$ cat src/hw/rtl/set_assoc_cache_hit_tracker_unit_assert.svh
// assertion macros shared by the cache hit tracker modules
`ifndef SET_ASSOC_CACHE_HIT_TRACKER_UNIT_ASSERT_SVH
`define SET_ASSOC_CACHE_HIT_TRACKER_UNIT_ASSERT_SVH
`ifndef SYNTH
`define SCHT_ASSERT(lbl, clk, rst_n, prop, msg) \
    lbl: assert property (@(posedge clk) disable iff (!rst_n) (prop)) else $error(msg);
`define SCHT_ASSERT_NEVER(lbl, clk, rst_n, cond, msg) \
    `SCHT_ASSERT(lbl, clk, rst_n, !(cond), msg)
`else
`define SCHT_ASSERT(lbl, clk, rst_n, prop, msg)
`define SCHT_ASSERT_NEVER(lbl, clk, rst_n, cond, msg)
`endif
`endif

$ cat src/hw/rtl/scht_pkg.sv
// shared types and constants of the cache hit tracker
package scht_pkg;

    localparam int COUNT_WIDTH = 32;
    localparam int WAYS_WIDTH  = 6;
    localparam logic [WAYS_WIDTH-1:0] WAYS_RESET = 6'd4;

    // remainder bits resolved per divider cycle
    localparam int DIGIT_BITS = 8;

    typedef struct packed {
        logic                   hit;
        logic [COUNT_WIDTH-1:0] hit_total;
        logic [COUNT_WIDTH-1:0] miss_total;
    } result_t;

endpackage

$ cat src/hw/rtl/scht_ram.sv
// generic single-port-write, registered-read ram
module scht_ram #(
    parameter int WIDTH = 32,
    parameter int DEPTH = 32
) (
    input  logic                                    clk,
    input  logic                                    we,
    input  logic [((DEPTH > 1) ? $clog2(DEPTH) : 1)-1:0] waddr,
    input  logic [WIDTH-1:0]                        wdata,
    input  logic [((DEPTH > 1) ? $clog2(DEPTH) : 1)-1:0] raddr,
    output logic [WIDTH-1:0]                        rdata
);

    logic [WIDTH-1:0] mem_reg [DEPTH];
    logic [WIDTH-1:0] rdata_reg;

    always_ff @(posedge clk)
    begin
        if (we)
        begin
            mem_reg[waddr] <= wdata;
        end
        rdata_reg <= mem_reg[raddr];
    end

    assign rdata = rdata_reg;

endmodule

$ cat src/hw/rtl/scht_fifo.sv
// short flip-flop queue between the classify front and the lookup back
`include "set_assoc_cache_hit_tracker_unit_assert.svh"

module scht_fifo #(
    parameter int WIDTH = 8,
    parameter int DEPTH = 2
) (
    input  logic             clk,
    input  logic             rst_n,
    input  logic             push,
    input  logic [WIDTH-1:0] push_data,
    output logic             full,
    input  logic             pop,
    output logic [WIDTH-1:0] pop_data,
    output logic             not_empty
);

    localparam int PW = (DEPTH > 1) ? $clog2(DEPTH) : 1;
    localparam int NW = $clog2(DEPTH + 1);

    logic [WIDTH-1:0] mem_reg [DEPTH];
    logic [PW-1:0]    wr_ptr_reg, wr_ptr_next;
    logic [PW-1:0]    rd_ptr_reg, rd_ptr_next;
    logic [NW-1:0]    fill_reg, fill_next;

    always_comb
    begin
        wr_ptr_next = wr_ptr_reg;
        rd_ptr_next = rd_ptr_reg;
        fill_next   = fill_reg;
        if (push)
        begin
            wr_ptr_next = (wr_ptr_reg == PW'(DEPTH - 1)) ? '0 : wr_ptr_reg + 1'b1;
        end
        if (pop)
        begin
            rd_ptr_next = (rd_ptr_reg == PW'(DEPTH - 1)) ? '0 : rd_ptr_reg + 1'b1;
        end
        if (push && !pop)
        begin
            fill_next = fill_reg + 1'b1;
        end
        else if (pop && !push)
        begin
            fill_next = fill_reg - 1'b1;
        end
    end

    always_ff @(posedge clk or negedge rst_n)
    begin
        if (!rst_n)
        begin
            wr_ptr_reg <= '0;
            rd_ptr_reg <= '0;
            fill_reg   <= '0;
        end
        else
        begin
            wr_ptr_reg <= wr_ptr_next;
            rd_ptr_reg <= rd_ptr_next;
            fill_reg   <= fill_next;
        end
    end

    always_ff @(posedge clk)
    begin
        if (push)
        begin
            mem_reg[wr_ptr_reg] <= push_data;
        end
    end

    assign full      = (fill_reg == NW'(DEPTH));
    assign not_empty = (fill_reg != '0);
    assign pop_data  = mem_reg[rd_ptr_reg];

    `SCHT_ASSERT_NEVER(a_push_when_full, clk, rst_n, push && full, "push into a full queue")

endmodule

$ cat src/hw/rtl/scht_front.sv
// front: takes addresses, finds set and victim way with a digit-serial remainder unit
`include "set_assoc_cache_hit_tracker_unit_assert.svh"

module scht_front #(
    parameter int TOTAL_LINES   = 32,
    parameter int ADDRESS_WIDTH = 32
) (
    input  logic                                      clk,
    input  logic                                      rst_n,
    input  logic                                      in_valid,
    output logic                                      in_ready,
    input  logic [ADDRESS_WIDTH-1:0]                  address,
    input  logic                                      cfg_valid,
    output logic                                      cfg_ready,
    input  logic [scht_pkg::WAYS_WIDTH-1:0]           ways,
    input  logic                                      clear_busy,
    output logic                                      push,
    input  logic                                      queue_full,
    output logic [ADDRESS_WIDTH-1:0]                  push_tag,
    output logic [((TOTAL_LINES > 1) ? $clog2(TOTAL_LINES) : 1)-1:0] push_base,
    output logic [$clog2(TOTAL_LINES + 1)-1:0]        push_ways,
    output logic [((TOTAL_LINES > 1) ? $clog2(TOTAL_LINES) : 1)-1:0] push_victim
);

    localparam int SW        = $clog2(TOTAL_LINES + 1);
    localparam int IW        = (TOTAL_LINES > 1) ? $clog2(TOTAL_LINES) : 1;
    localparam int CNTW      = scht_pkg::COUNT_WIDTH;
    localparam int DIGW      = scht_pkg::DIGIT_BITS;
    localparam int DW_RAW    = (ADDRESS_WIDTH > CNTW) ? ADDRESS_WIDTH : CNTW;
    localparam int DW        = ((DW_RAW + DIGW - 1) / DIGW) * DIGW;
    localparam int DIV_ITERS = DW / DIGW;
    localparam int CW        = (DIV_ITERS > 1) ? $clog2(DIV_ITERS) : 1;
    localparam int LUT_DEPTH = 2 ** scht_pkg::WAYS_WIDTH;

    localparam logic [1:0] F_IDLE = 2'd0;
    localparam logic [1:0] F_DIV  = 2'd1;
    localparam logic [1:0] F_PUSH = 2'd2;

    logic [1:0]                      state_reg, state_next;
    logic [scht_pkg::WAYS_WIDTH-1:0] ways_reg, ways_next;
    logic                            stale_reg, stale_next;
    logic [CNTW-1:0]                 acc_cnt_reg, acc_cnt_next;
    logic [SW-1:0]                   acc_mod_reg, acc_mod_next;
    logic [CW-1:0]                   div_cnt_reg, div_cnt_next;
    logic                            phase_cnt_reg, phase_cnt_next;
    logic [ADDRESS_WIDTH-1:0]        tag_reg, tag_next;
    logic [DW-1:0]                   div_num_reg, div_num_next;
    logic [SW-1:0]                   div_d_reg, div_d_next;
    logic [SW-1:0]                   div_rem_reg, div_rem_next;
    logic [SW-1:0]                   set_reg, set_next;

    logic [SW-1:0]   eff_w;
    logic [SW-1:0]   sets_lut [LUT_DEPTH];
    logic [SW-1:0]   sets_w;
    logic [SW-1:0]   div_rem_step;
    logic [SW-1:0]   rem_work;
    logic [SW:0]     trial;
    logic [2*SW-1:0] prod;
    logic [SW:0]     victim_sum;
    logic [SW:0]     mod_inc;

    // set count per ways setting, worked out at elaboration
    for (genvar g = 0; g < LUT_DEPTH; g++)
    begin : g_sets
        localparam int WE_G = (g == 0) ? 1 : ((g > TOTAL_LINES) ? TOTAL_LINES : g);
        assign sets_lut[g] = SW'(TOTAL_LINES / WE_G);
    end

    assign sets_w = sets_lut[ways_reg];

    always_comb
    begin
        priority if (ways_reg == '0)
        begin
            eff_w = SW'(1);
        end
        else if (32'(ways_reg) > TOTAL_LINES)
        begin
            eff_w = SW'(TOTAL_LINES);
        end
        else
        begin
            eff_w = SW'(ways_reg);
        end
    end

    // one remainder digit: restoring steps on the narrow remainder
    always_comb
    begin
        rem_work = div_rem_reg;
        trial    = '0;
        for (int k = 0; k < DIGW; k++)
        begin
            trial = {rem_work, div_num_reg[DW-1-k]};
            if (trial >= {1'b0, div_d_reg})
            begin
                trial = trial - {1'b0, div_d_reg};
            end
            rem_work = trial[SW-1:0];
        end
        div_rem_step = rem_work;
    end

    assign prod       = (2*SW)'(set_reg) * (2*SW)'(eff_w);
    assign victim_sum = (SW+1)'(prod[IW-1:0]) + (SW+1)'(acc_mod_reg);
    assign mod_inc    = {1'b0, acc_mod_reg} + 1'b1;

    always_comb
    begin
        state_next     = state_reg;
        ways_next      = ways_reg;
        stale_next     = stale_reg;
        acc_cnt_next   = acc_cnt_reg;
        acc_mod_next   = acc_mod_reg;
        div_cnt_next   = div_cnt_reg;
        phase_cnt_next = phase_cnt_reg;
        tag_next       = tag_reg;
        div_num_next   = div_num_reg;
        div_d_next     = div_d_reg;
        div_rem_next   = div_rem_reg;
        set_next       = set_reg;
        push           = 1'b0;

        if (cfg_valid)
        begin
            ways_next  = ways;
            stale_next = 1'b1;
        end

        unique case (state_reg)
            F_IDLE:
            begin
                if (in_valid && in_ready)
                begin
                    tag_next       = address;
                    div_rem_next   = '0;
                    div_cnt_next   = '0;
                    phase_cnt_next = stale_reg;
                    // after a ways change or a count wrap the victim phase is recomputed
                    if (stale_reg)
                    begin
                        div_num_next = DW'(acc_cnt_reg);
                        div_d_next   = eff_w;
                    end
                    else
                    begin
                        div_num_next = DW'(address);
                        div_d_next   = sets_w;
                    end
                    state_next = F_DIV;
                end
            end
            F_DIV:
            begin
                div_rem_next = div_rem_step;
                div_num_next = div_num_reg << DIGW;
                div_cnt_next = div_cnt_reg + 1'b1;
                if (div_cnt_reg == CW'(DIV_ITERS - 1))
                begin
                    if (phase_cnt_reg)
                    begin
                        acc_mod_next   = div_rem_step;
                        stale_next     = 1'b0;
                        phase_cnt_next = 1'b0;
                        div_num_next   = DW'(tag_reg);
                        div_d_next     = sets_w;
                        div_rem_next   = '0;
                        div_cnt_next   = '0;
                    end
                    else
                    begin
                        set_next   = div_rem_step;
                        state_next = F_PUSH;
                    end
                end
            end
            F_PUSH:
            begin
                if (!queue_full)
                begin
                    push         = 1'b1;
                    acc_cnt_next = acc_cnt_reg + 1'b1;
                    acc_mod_next = (mod_inc == {1'b0, eff_w}) ? '0 : mod_inc[SW-1:0];
                    if (acc_cnt_reg == '1)
                    begin
                        stale_next = 1'b1;
                    end
                    state_next = F_IDLE;
                end
            end
            default:
            begin
                state_next = F_IDLE;
            end
        endcase
    end

    always_ff @(posedge clk or negedge rst_n)
    begin
        if (!rst_n)
        begin
            state_reg     <= F_IDLE;
            ways_reg      <= scht_pkg::WAYS_RESET;
            stale_reg     <= 1'b0;
            acc_cnt_reg   <= '0;
            acc_mod_reg   <= '0;
            div_cnt_reg   <= '0;
            phase_cnt_reg <= 1'b0;
        end
        else
        begin
            state_reg     <= state_next;
            ways_reg      <= ways_next;
            stale_reg     <= stale_next;
            acc_cnt_reg   <= acc_cnt_next;
            acc_mod_reg   <= acc_mod_next;
            div_cnt_reg   <= div_cnt_next;
            phase_cnt_reg <= phase_cnt_next;
        end
    end

    always_ff @(posedge clk)
    begin
        tag_reg     <= tag_next;
        div_num_reg <= div_num_next;
        div_d_reg   <= div_d_next;
        div_rem_reg <= div_rem_next;
        set_reg     <= set_next;
    end

    assign in_ready    = (state_reg == F_IDLE) && !clear_busy;
    assign cfg_ready   = 1'b1;
    assign push_tag    = tag_reg;
    assign push_base   = prod[IW-1:0];
    assign push_ways   = eff_w;
    assign push_victim = victim_sum[IW-1:0];

    `SCHT_ASSERT(a_rem_below_divisor, clk, rst_n, (state_reg == F_DIV) |-> (div_rem_reg < div_d_reg), "remainder not below divisor")

endmodule

$ cat src/hw/rtl/scht_back.sv
// back: clears the valid store, scans the ways of a set, fills on miss, keeps totals
`include "set_assoc_cache_hit_tracker_unit_assert.svh"

module scht_back #(
    parameter int TOTAL_LINES   = 32,
    parameter int ADDRESS_WIDTH = 32
) (
    input  logic                                      clk,
    input  logic                                      rst_n,
    input  logic                                      q_valid,
    output logic                                      q_pop,
    input  logic [ADDRESS_WIDTH-1:0]                  q_tag,
    input  logic [((TOTAL_LINES > 1) ? $clog2(TOTAL_LINES) : 1)-1:0] q_base,
    input  logic [$clog2(TOTAL_LINES + 1)-1:0]        q_ways,
    input  logic [((TOTAL_LINES > 1) ? $clog2(TOTAL_LINES) : 1)-1:0] q_victim,
    output logic                                      clear_busy,
    output logic                                      out_valid,
    input  logic                                      out_ready,
    output scht_pkg::result_t                         result
);

    localparam int SW   = $clog2(TOTAL_LINES + 1);
    localparam int IW   = (TOTAL_LINES > 1) ? $clog2(TOTAL_LINES) : 1;
    localparam int CNTW = scht_pkg::COUNT_WIDTH;

    localparam logic [1:0] B_CLEAR  = 2'd0;
    localparam logic [1:0] B_IDLE   = 2'd1;
    localparam logic [1:0] B_SCAN   = 2'd2;
    localparam logic [1:0] B_RESULT = 2'd3;

    logic [1:0]               state_reg, state_next;
    logic [IW-1:0]            clr_cnt_reg, clr_cnt_next;
    logic [SW-1:0]            issue_reg, issue_next;
    logic                     chk_vld_reg, chk_vld_next;
    logic [SW-1:0]            chk_way_reg, chk_way_next;
    logic [CNTW-1:0]          hit_cnt_reg, hit_cnt_next;
    logic [CNTW-1:0]          miss_cnt_reg, miss_cnt_next;
    logic                     out_valid_reg, out_valid_next;
    logic [ADDRESS_WIDTH-1:0] tag_reg, tag_next;
    logic [IW-1:0]            base_reg, base_next;
    logic [SW-1:0]            w_reg, w_next;
    logic [IW-1:0]            victim_reg, victim_next;
    logic                     hit_reg, hit_next;
    scht_pkg::result_t        out_reg, out_next;

    logic [SW:0]              rd_sum;
    logic [IW-1:0]            rd_addr;
    logic [ADDRESS_WIDTH-1:0] tag_rd;
    logic [0:0]               vld_rd;
    logic                     tag_we;
    logic                     vld_we;
    logic [IW-1:0]            vld_waddr;
    logic [0:0]               vld_wdata;
    logic                     found;
    logic                     ended;

    assign rd_sum  = (SW+1)'(base_reg) + (SW+1)'(issue_reg);
    assign rd_addr = rd_sum[IW-1:0];

    // a way is checked in the cycle after its read was issued
    assign found = chk_vld_reg && vld_rd[0] && (tag_rd == tag_reg);
    assign ended = chk_vld_reg && !found
                   && (!vld_rd[0] || (chk_way_reg == (w_reg - 1'b1)));

    always_comb
    begin
        state_next     = state_reg;
        clr_cnt_next   = clr_cnt_reg;
        issue_next     = issue_reg;
        chk_vld_next   = chk_vld_reg;
        chk_way_next   = chk_way_reg;
        hit_cnt_next   = hit_cnt_reg;
        miss_cnt_next  = miss_cnt_reg;
        out_valid_next = out_valid_reg && !out_ready;
        tag_next       = tag_reg;
        base_next      = base_reg;
        w_next         = w_reg;
        victim_next    = victim_reg;
        hit_next       = hit_reg;
        out_next       = out_reg;
        q_pop          = 1'b0;
        tag_we         = 1'b0;
        vld_we         = 1'b0;
        vld_waddr      = victim_reg;
        vld_wdata      = 1'b1;

        unique case (state_reg)
            B_CLEAR:
            begin
                vld_we    = 1'b1;
                vld_waddr = clr_cnt_reg;
                vld_wdata = 1'b0;
                if (clr_cnt_reg == IW'(TOTAL_LINES - 1))
                begin
                    state_next = B_IDLE;
                end
                else
                begin
                    clr_cnt_next = clr_cnt_reg + 1'b1;
                end
            end
            B_IDLE:
            begin
                if (q_valid)
                begin
                    q_pop        = 1'b1;
                    tag_next     = q_tag;
                    base_next    = q_base;
                    w_next       = q_ways;
                    victim_next  = q_victim;
                    issue_next   = '0;
                    chk_vld_next = 1'b0;
                    state_next   = B_SCAN;
                end
            end
            B_SCAN:
            begin
                if (found || ended)
                begin
                    hit_next     = found;
                    chk_vld_next = 1'b0;
                    state_next   = B_RESULT;
                    if (!found)
                    begin
                        tag_we = 1'b1;
                        vld_we = 1'b1;
                    end
                end
                else if (issue_reg < w_reg)
                begin
                    issue_next   = issue_reg + 1'b1;
                    chk_vld_next = 1'b1;
                    chk_way_next = issue_reg;
                end
                else
                begin
                    chk_vld_next = 1'b0;
                end
            end
            B_RESULT:
            begin
                if (!out_valid_reg || out_ready)
                begin
                    if (hit_reg)
                    begin
                        hit_cnt_next = hit_cnt_reg + 1'b1;
                    end
                    else
                    begin
                        miss_cnt_next = miss_cnt_reg + 1'b1;
                    end
                    out_next.hit        = hit_reg;
                    out_next.hit_total  = hit_reg ? hit_cnt_reg + 1'b1 : hit_cnt_reg;
                    out_next.miss_total = hit_reg ? miss_cnt_reg : miss_cnt_reg + 1'b1;
                    out_valid_next      = 1'b1;
                    state_next          = B_IDLE;
                end
            end
        endcase
    end

    always_ff @(posedge clk or negedge rst_n)
    begin
        if (!rst_n)
        begin
            state_reg     <= B_CLEAR;
            clr_cnt_reg   <= '0;
            issue_reg     <= '0;
            chk_vld_reg   <= 1'b0;
            chk_way_reg   <= '0;
            hit_cnt_reg   <= '0;
            miss_cnt_reg  <= '0;
            out_valid_reg <= 1'b0;
        end
        else
        begin
            state_reg     <= state_next;
            clr_cnt_reg   <= clr_cnt_next;
            issue_reg     <= issue_next;
            chk_vld_reg   <= chk_vld_next;
            chk_way_reg   <= chk_way_next;
            hit_cnt_reg   <= hit_cnt_next;
            miss_cnt_reg  <= miss_cnt_next;
            out_valid_reg <= out_valid_next;
        end
    end

    always_ff @(posedge clk)
    begin
        tag_reg    <= tag_next;
        base_reg   <= base_next;
        w_reg      <= w_next;
        victim_reg <= victim_next;
        hit_reg    <= hit_next;
        out_reg    <= out_next;
    end

    scht_ram #(
        .WIDTH (ADDRESS_WIDTH),
        .DEPTH (TOTAL_LINES)
    ) u_tag_ram (
        .clk   (clk),
        .we    (tag_we),
        .waddr (victim_reg),
        .wdata (tag_reg),
        .raddr (rd_addr),
        .rdata (tag_rd)
    );

    scht_ram #(
        .WIDTH (1),
        .DEPTH (TOTAL_LINES)
    ) u_valid_ram (
        .clk   (clk),
        .we    (vld_we),
        .waddr (vld_waddr),
        .wdata (vld_wdata),
        .raddr (rd_addr),
        .rdata (vld_rd)
    );

    assign clear_busy = (state_reg == B_CLEAR);
    assign out_valid  = out_valid_reg;
    assign result     = out_reg;

    `SCHT_ASSERT(a_load_after_result, clk, rst_n, $rose(out_valid_reg) |-> ($past(state_reg) == B_RESULT), "result shown without a finished lookup")
    `SCHT_ASSERT(a_totals_step, clk, rst_n, (state_reg == B_IDLE && $past(state_reg) == B_RESULT) |-> (hit_cnt_reg + miss_cnt_reg == $past(hit_cnt_reg + miss_cnt_reg) + 1), "totals did not advance by one")
    `SCHT_ASSERT(a_check_in_set, clk, rst_n, (state_reg == B_SCAN && chk_vld_reg) |-> (chk_way_reg < w_reg), "checked way outside the set")

endmodule

$ cat src/hw/rtl/set_assoc_cache_hit_tracker_unit.sv
// top level of the set-associative cache hit tracker
//
// Each address beat on in_valid/in_ready is one trace access; each beat on
// out_valid/out_ready returns hit plus the running hit and miss totals after
// that access, in order, one result per address.
// The ways register is written through cfg_valid/cfg_ready/ways; the user
// must write it only while the block is idle, which the block itself does
// not enforce. Ways of zero acts as one, above TOTAL_LINES as TOTAL_LINES.
// The front takes each address through its digit-serial remainder unit,
// with an extra remainder pass on the first access after a ways write or
// a wrap of the access count. The back reads the ways of a set in turn
// on one tag/valid ram read port. A 2-entry queue lets the two overlap;
// throughput is the slower of the two.
// After reset the valid store is cleared one line a cycle, all TOTAL_LINES
// lines, with in_ready low; configuration writes are taken meanwhile.
// A stalled receiver holds the result in the output register; the back then
// waits and the queue and front fill before in_ready drops.
module set_assoc_cache_hit_tracker_unit #(
    parameter int TOTAL_LINES   = 32,
    parameter int ADDRESS_WIDTH = 32
) (
    input  logic                            clk,
    input  logic                            rst_n,
    input  logic                            in_valid,
    output logic                            in_ready,
    input  logic [ADDRESS_WIDTH-1:0]        address,
    output logic                            out_valid,
    input  logic                            out_ready,
    output logic                            hit,
    output logic [scht_pkg::COUNT_WIDTH-1:0] hit_total,
    output logic [scht_pkg::COUNT_WIDTH-1:0] miss_total,
    input  logic                            cfg_valid,
    output logic                            cfg_ready,
    input  logic [scht_pkg::WAYS_WIDTH-1:0] ways
);

    localparam int SW = $clog2(TOTAL_LINES + 1);
    localparam int IW = (TOTAL_LINES > 1) ? $clog2(TOTAL_LINES) : 1;
    localparam int EW = ADDRESS_WIDTH + IW + SW + IW;

    logic                     push;
    logic                     queue_full;
    logic [ADDRESS_WIDTH-1:0] push_tag;
    logic [IW-1:0]            push_base;
    logic [SW-1:0]            push_ways;
    logic [IW-1:0]            push_victim;
    logic [EW-1:0]            push_data;
    logic [EW-1:0]            pop_data;
    logic                     q_valid;
    logic                     q_pop;
    logic                     clear_busy;
    scht_pkg::result_t        result;

    scht_front #(
        .TOTAL_LINES   (TOTAL_LINES),
        .ADDRESS_WIDTH (ADDRESS_WIDTH)
    ) u_front (
        .clk         (clk),
        .rst_n       (rst_n),
        .in_valid    (in_valid),
        .in_ready    (in_ready),
        .address     (address),
        .cfg_valid   (cfg_valid),
        .cfg_ready   (cfg_ready),
        .ways        (ways),
        .clear_busy  (clear_busy),
        .push        (push),
        .queue_full  (queue_full),
        .push_tag    (push_tag),
        .push_base   (push_base),
        .push_ways   (push_ways),
        .push_victim (push_victim)
    );

    assign push_data = {push_tag, push_base, push_ways, push_victim};

    scht_fifo #(
        .WIDTH (EW),
        .DEPTH (2)
    ) u_queue (
        .clk       (clk),
        .rst_n     (rst_n),
        .push      (push),
        .push_data (push_data),
        .full      (queue_full),
        .pop       (q_pop),
        .pop_data  (pop_data),
        .not_empty (q_valid)
    );

    scht_back #(
        .TOTAL_LINES   (TOTAL_LINES),
        .ADDRESS_WIDTH (ADDRESS_WIDTH)
    ) u_back (
        .clk        (clk),
        .rst_n      (rst_n),
        .q_valid    (q_valid),
        .q_pop      (q_pop),
        .q_tag      (pop_data[EW-1 -: ADDRESS_WIDTH]),
        .q_base     (pop_data[IW+SW+IW-1 -: IW]),
        .q_ways     (pop_data[SW+IW-1 -: SW]),
        .q_victim   (pop_data[IW-1:0]),
        .clear_busy (clear_busy),
        .out_valid  (out_valid),
        .out_ready  (out_ready),
        .result     (result)
    );

    assign hit        = result.hit;
    assign hit_total  = result.hit_total;
    assign miss_total = result.miss_total;

endmodule
$ cat config.mk
export PLATFORM = sky130hd
export DESIGN_NAME = set_assoc_cache_hit_tracker_unit
export DESIGN_NICKNAME = d
export VERILOG_FILES = /design/src/hw/rtl/scht_pkg.sv /design/src/hw/rtl/scht_ram.sv /design/src/hw/rtl/scht_fifo.sv /design/src/hw/rtl/scht_front.sv /design/src/hw/rtl/scht_back.sv /design/src/hw/rtl/set_assoc_cache_hit_tracker_unit.sv
export VERILOG_INCLUDE_DIRS = /design/src /design/src/hw/rtl
export SDC_FILE = /design/constraint.sdc
export NUM_CORES = 2
export LEC_CHECK = 0
export BUFFER_PORTS_ARGS = -buffer_cell sky130_fd_sc_hd__clkbuf_2
export CAP_MARGIN = 20
export CORE_UTILIZATION = 50
export CTS_CLUSTER_SIZE = 25
export DETAILED_ROUTE_END_ITERATION = 8
export PLACE_DENSITY = 0.66
export RECOVER_POWER = 25
export SYNTH_ARGS = -nofsm -noshare
export SYNTH_HDL_FRONTEND = slang
export SYNTH_SLANG_ARGS = --single-unit
$ cat constraint.sdc
create_clock -name clk -period 20.7 [get_ports clk]
set_clock_uncertainty 0.1 [all_clocks]
set_input_delay 2.07 -clock clk [delete_from_list [all_inputs] [get_ports clk]]
set_output_delay 2.07 -clock clk [all_outputs]
set_load 0.02 [all_outputs]
Word-level counts from Yosys, hierarchy flattened:

Memories as Yosys holds them, arrays and structs flattened. A register that Yosys moved wholly into a read port is not among the register bits.
Index checks and enable logic that the tools add are counted.
W data, S select, Z words.

* order comparisons: 11
* mux-type cells: 86
* bitwise gates (word level): 5
* reductions and logical operators: 43
* div/mod/pow operators: 0
* shift operators: 0
* add/sub/neg operators: 22
* equality and inequality tests: 23
* multiply operators: 1

Operators by type and width (count)
* $mux W32: 6
* $mux W6: 26
* $add A32 B1 Y32 const B: 3
* $pmux W32 S2: 1
* $ge A7 B6 Y1: 8
* $pmux W6 S2: 4
* $sub A6 B6 Y6: 8
* $eq A32 B32 Y1: 1
* $eq A32 B32 Y1 const B: 1
* $mux W1: 28
* $mux W2: 13
* $reduce_and A4 Y1: 5
* $reduce_and A2 Y1: 8
* $ne A2 B1 Y1 const B: 7
* $add A5 B5 Y5: 2
* $eq A2 B2 Y1 const B: 5
* $reduce_bool A2 Y1: 5
* $logic_and A1 B1 Y1: 9
* $reduce_and A3 Y1: 3
* $ne A2 B2 Y1 const B: 4
* $pmux W1 S2: 4
* $pmux W2 S4: 1
* $add A6 B1 Y7 const B: 1
* $eq A7 B6 Y1: 1
* other kinds (22): 37

* RAM bits: 1152
* word-level logic and storage cells: 222
* bits in latches: 0
* bits in registers: 287
* memory bits (read-only): 384
* memories kept: 4

Memories
* u_back.u_tag_ram.mem_reg: words 32, width 32, rd ports 1, clocked after memory_dff 1, wr ports 1, line scht_ram.sv:14 `logic [WIDTH-1:0] mem_reg [DEPTH];`
* (name not given): words 64, width 6, rd ports 1, clocked after memory_dff 0, wr ports 0, line scht_front.sv:69 `assign sets_w = sets_lut[ways_reg];`
* u_queue.mem_reg: words 2, width 48, rd ports 1, clocked after memory_dff 1, wr ports 1, line scht_fifo.sv:21 `logic [WIDTH-1:0] mem_reg [DEPTH];`
* u_back.u_valid_ram.mem_reg: words 32, width 1, rd ports 1, clocked after memory_dff 1, wr ports 1, line scht_ram.sv:14

Logic depth before layout (Yosys ltp):

* depth after elaboration: 19
* depth in mapped cells: 74
* gate-level depth less buffers: 72

Hierarchy:

Synthesis repeated with hierarchy kept, for this count alone.

* cell total of the unflattened synthesis: 4191
* area total of the unflattened synthesis: 64322.9 um2

Modules (own cells, without submodules)
* scht_ram at u_back.u_tag_ram: cells each 2260, instances 1, area an instance 40492.6 um2, sequential area each 31390.1 um2
* scht_front: cells each 923, instances 1, area an instance 9396.5 um2, sequential area each 3684.8 um2
* scht_back: cells each 723, instances 1, area an instance 9217.6 um2, sequential area each 5550.3 um2
* scht_fifo: cells each 165, instances 1, area an instance 3698.5 um2, sequential area each 2982.9 um2
* scht_ram at u_back.u_valid_ram: cells each 120, instances 1, area an instance 1517.7 um2, sequential area each 980.9 um2

Least setup slack after synthesis:

OpenSTA, ideal clock, no wires.

* kind: register -> register
* start: register u_front.div_d_reg[1]
* end: register u_front.acc_mod_reg[0]
* setup slack: 5.018 ns
* arrival time: 15.456 ns
* library setup time: 0.126 ns
* clock period less this slack: 15.682 ns
* data required time: 20.474 ns
* stages on the path, launching flop included: 72
* path through: edfxtp_1 -> inv_1 -> ha_1 -> nand2b_1 -> a211o_1 -> a31oi_2 -> mux2_2 -> ha_1 -> a21o_1 -> a21oi_1 -> o21ai_0 -> a221o_2 -> buf_4 -> a31o_2 -> ha_1 -> a21oi_1 -> nand2_1 -> a221oi_2 -> (+36 left out) -> a21o_1 -> a21o_1 -> a31o_2 -> a221oi_2 -> o21ai_2 -> mux2_2 -> inv_1 -> ha_1 -> nor2b_1 -> o21ai_0 -> nand2b_1 -> a21o_1 -> a21o_1 -> a211oi_1 -> o221ai_1 -> o21bai_4 -> mux2i_1 -> a221o_1

* cells in the longest elaborated chain, start to end: 19
* elaborated cells on any way between the ends: 26
* classes of those cells: add/sub (7); order compare (8); mux (11)

Ends and longest elaborated chain
* from (decl): line scht_front.sv:48 `logic [SW-1:0] div_d_reg, div_d_next;`
* from (signal assigned): line scht_front.sv:226 `div_d_reg <= div_d_next;`
* $sub A6 B6 Y6 or $ge A7 B6 Y1 (tied branches): line scht_front.sv:97, scht_front.sv:95
* $mux W6: line scht_front.sv:95 `if (trial >= {1'b0, div_d_reg})`
* $sub A6 B6 Y6 or $ge A7 B6 Y1 (tied branches): line scht_front.sv:97, scht_front.sv:95
* $mux W6: line scht_front.sv:95
* $sub A6 B6 Y6 or $ge A7 B6 Y1 (tied branches): line scht_front.sv:97, scht_front.sv:95
* $mux W6: line scht_front.sv:95
* $sub A6 B6 Y6 or $ge A7 B6 Y1 (tied branches): line scht_front.sv:97, scht_front.sv:95
* $mux W6: line scht_front.sv:95
* (+4 left out)
* $sub A6 B6 Y6 or $ge A7 B6 Y1 (tied branches): line scht_front.sv:97, scht_front.sv:95
* $mux W6: line scht_front.sv:95
* $ge A7 B6 Y1 (*): line scht_front.sv:95
* $mux W6 (*): line scht_front.sv:95
* named net u_front.trial[0]: line scht_front.sv:57 `logic [SW:0] trial;`
* $mux W6 (*): line scht_front.sv:160 `if (phase_cnt_reg)`
* $mux W6 (*): line scht_front.sv:158 `if (div_cnt_reg == CW'(DIV_ITERS - 1))`
* $pmux W6 S2 (*): line scht_front.sv:130 `unique case (state_reg)`
* to (signal assigned): line scht_front.sv:216 `acc_mod_reg <= acc_mod_next;`
* to (decl): line scht_front.sv:43 `logic [SW-1:0] acc_mod_reg, acc_mod_next;`

Mark *: on every way through the listed nets, which the timed path passes. The rest lies on a longest branch. The select of a mux whose other input is x is not followed.
A chain may end at the register's enable or synchronous reset.

Worst setup path after layout:

Ends and elaborated chain as after synthesis.

==> summary.md <==
| Metric | Value |
|---|---|
| Share of layout cells above drive strength 1 | 0.196 |
| First-pass GRT wire length | 219 mm |
| DR WL/cell | 25.1 µm |
| Post-Syn Area | 63100 µm² |
| Slowest CP cell | mux2i_2 |
| Core area | 124000 µm² |
| Clk_lat worst skew | 780 ps |
| Distinct cells, synth | 79 |
| Top cell type's share of synthesized area | 0.641 |
| Gpl congestion | 0.831 |
| Max FO, Critical Path | 18 |
| Cell with the most instances after synthesis | edfxtp_1 |
| GRT Total Usage | 0.233 |
| Die height | 357 µm |
| Reg2Reg Launch Point | u_front.div_d_reg[1] |
| Yosys warns | 0 |
| Worst R2R Setup Slack | 2470 ps |
| Post-place setup slack | 2520 ps |
| Initial antenna violation count | 1 |
| Hold_buf cts | 0 |
| Worst EP arrival | 18780 ps |
| Post-synth EDFFs | 1347 |
| Die Wd | 357 µm |
| GR peak layer | met2 |
| Sequential-to-total area share from yosys stat | 0.707 |
| Setup CP Type | reg -> reg |
| Total Die Area | 128000 µm² |
| Slowest Stage Delay on Critical Path | 830 ps |
| Residual DRC | 0 |
| Largest net degree at the start of global routing | 133 |
| Vias in the first global route | 34600 |
| Gr ovfl total | 0 |
| Cell family with most CP delay | compound AO/OA/AOI/OAI gates |
| Total wire length | 146 mm |
| Met2 Track Usage GR | 0.381 |
| Ant. Diodes | 0 |
| Max-Cap Viols | 6 |
| Postcts setup bufs | 0 |
| # resized after CTS | 0 |
| Yosys top cell by area | edfxtp_1 |
| Routed vias | 34000 |
| Row cnt | 129 |
| Starting density of the core | 0.507 |
| Iteration-0 DRC Markers | 3155 |
| Status | complete, but fails checks |
| TritonCTS clock tree | built |
| Met3 Resource Use GR | 0.0353 |
| I/O Buffers | 109 |
| Slew headroom | -0.139 |
| Syn Nets | 3988 |
| Crit path top cell by count | ha_1 |
| Clk sink count | 1519 |
| Syn_area_per_cell | 16.4 µm² |
| Worst setup EP type | register |
| Ports | 111 |
| Hold endpoint | u_queue.mem_reg[1][32] |
| Fin. max-slew vios | 204 |
| Final hold violations | 0 |
| Post-Syn Instances | 3844 |
| Area grow syn2layout | 12.3% |
| Synth cell count leaders | edfxtp_1 (1347), nand2_1 (446), mux4_2 (264) |
| Post-route setup slack | 2470 ps |
| Worst Path Required | 21250 ps |
| DR pass1 iterations | 6 |
| Setup violators final | 0 |
| Num CTS Buffers | 155 |
| Reg2reg end | u_front.acc_mod_reg[0] |
| Worst Hold Path Cells | 0 |
| Layout Nets | 4173 |
| Failing checks | max-capacitance violations, max-slew violations |
| GR Util met1 | 0.325 |
| Period minus WS final | 18230 ps |
| CTS Buffer Depth | 3 |
| Buffers & Inverters on Critical Path | 5 |
| R2R cell count | 70 |
| CP Launch Type | register |
| Remaining antenna violation count after routing | 0 |
| Worst-Margin Slew | 1710 ps |
| Hold Path Origin | u_front.push_tag[16] |
| Post-synthesis async set-or-reset flop share | 0.0915 |
| Most used DFF post-synth | edfxtp_1 |
| H-Tree Depth | 4 |
| #FFs+latches synth | 1519 |
| Vias/cell | 5.87 |
| Hold/Removal Path Class | reg -> reg |
| Reg clk slew, reported paths | 60 ps |
| Post-DP HPWL | 81.2 mm |
| Fin crit share | 0.881 |
| RSZ-0062 raised after global routing | no |
| Fmax | 54.9 MHz |
| Setup TNS | 0 ps |
| Max reg flops | 1024 |
| Largest cells by area after synthesis | edfxtp_1 (64%), mux4_2 (9.4%), dfrtp_1 (5.5%) |
| Root Driver | clkbuf_16 |
per-layer routing:
| layer | vias to the layer above | wire [µm] |
|---|---|---|
| met2 | 1167 | 71300 |
| met1 | 17500 | 61700 |
| met5 | - | 0 |
| li1 | 15100 | - |
| met4 | 0 | 3270 |
| met3 | 204 | 9350 |
stage by stage:
| step | util | instance area [µm²] | std cells | hold WS, ps |
|---|---|---|---|---|
| after floorplan | - | 63100 | 3844 | 337 |
| after global placement | 0.531 | 66000 | 5508 | 349 |
| after detailed placement | 0.531 | 66000 | 5508 | 359 |
| after CTS | 0.570 | 70900 | 5796 | 377 |
| after global routing | 0.570 | 70900 | 5797 | 386 |
| final | 0.570 | 70900 | 5797 | 375 |
how the worst max path moves through the flow:
stage                                     from                      to  slack, ps  depth (start not counted)
after floorplan           u_front.div_d_reg[1]  u_front.acc_mod_reg[0]       5020                         71
after global placement    u_front.div_d_reg[1]  u_front.div_rem_reg[2]       2630                         70
after detailed placement  u_front.div_d_reg[1]  u_front.div_rem_reg[3]       2520                         70
after CTS                 u_front.div_d_reg[1]  u_front.div_rem_reg[3]       2430                         70
after global routing      u_front.div_d_reg[1]  u_front.acc_mod_reg[0]       1090                         70
final                     u_front.div_d_reg[1]  u_front.acc_mod_reg[0]       2470                         70
area by class of cell:
type	count	area, µm²
fillers	9485	53600
flip-flops and latches	1519	44600
multi-input cells	2086	17900
clock buffers	210	4250
well taps	1637	2050
repair buffers	195	1150
clock inverters	78	649
inverters	72	273
layout by cell type, fill, tap and decap left out, types with 8 or more instances in the layout:
cell,instances
inv_1,69
or3_1,11
xor2_1,127
and2_1,19
mux2_2,81
ha_1,88
a21oi_1,72
clkbuf_8,10
clkinv_1,27
clkbuf_1,62
buf_4,64
clkbuf_2,108
and3_1,51
o22ai_1,10
nor2_4,32
fa_1,11
edfxtp_1,1347
clkinv_2,30
nand3_1,221
mux2i_1,51
nand4_1,21
nor2_1,137
dfxtp_1,33
o21ai_0,84
a21o_1,19
nor3_1,22
clkbuf_16,158
mux4_2,264
o21a_1,8
a211oi_1,27
nand2_1,446
nand2b_1,25
xnor2_1,122
nor2b_1,17
nor4_1,10
or2_2,9
dfrtp_1,136
cells by family (layout without fill, tap and decap cells):
group,count (synthesis),count (layout),share of synthesized area
and+or+nand+nor,1041,1041,0.0746
other,1,1,0.0000594
AOI/OAI and AO/OA,291,291,0.0302
adders and majority gates,102,102,0.0216
muxes,397,397,0.117
DFF,1519,1519,0.707
xor gates and xnor gates,254,254,0.0353
buffers and inverters,239,555,0.0145
Power is not shown: default switching activity piles up to over one toggle a cycle in this logic, so the estimate is an artifact.
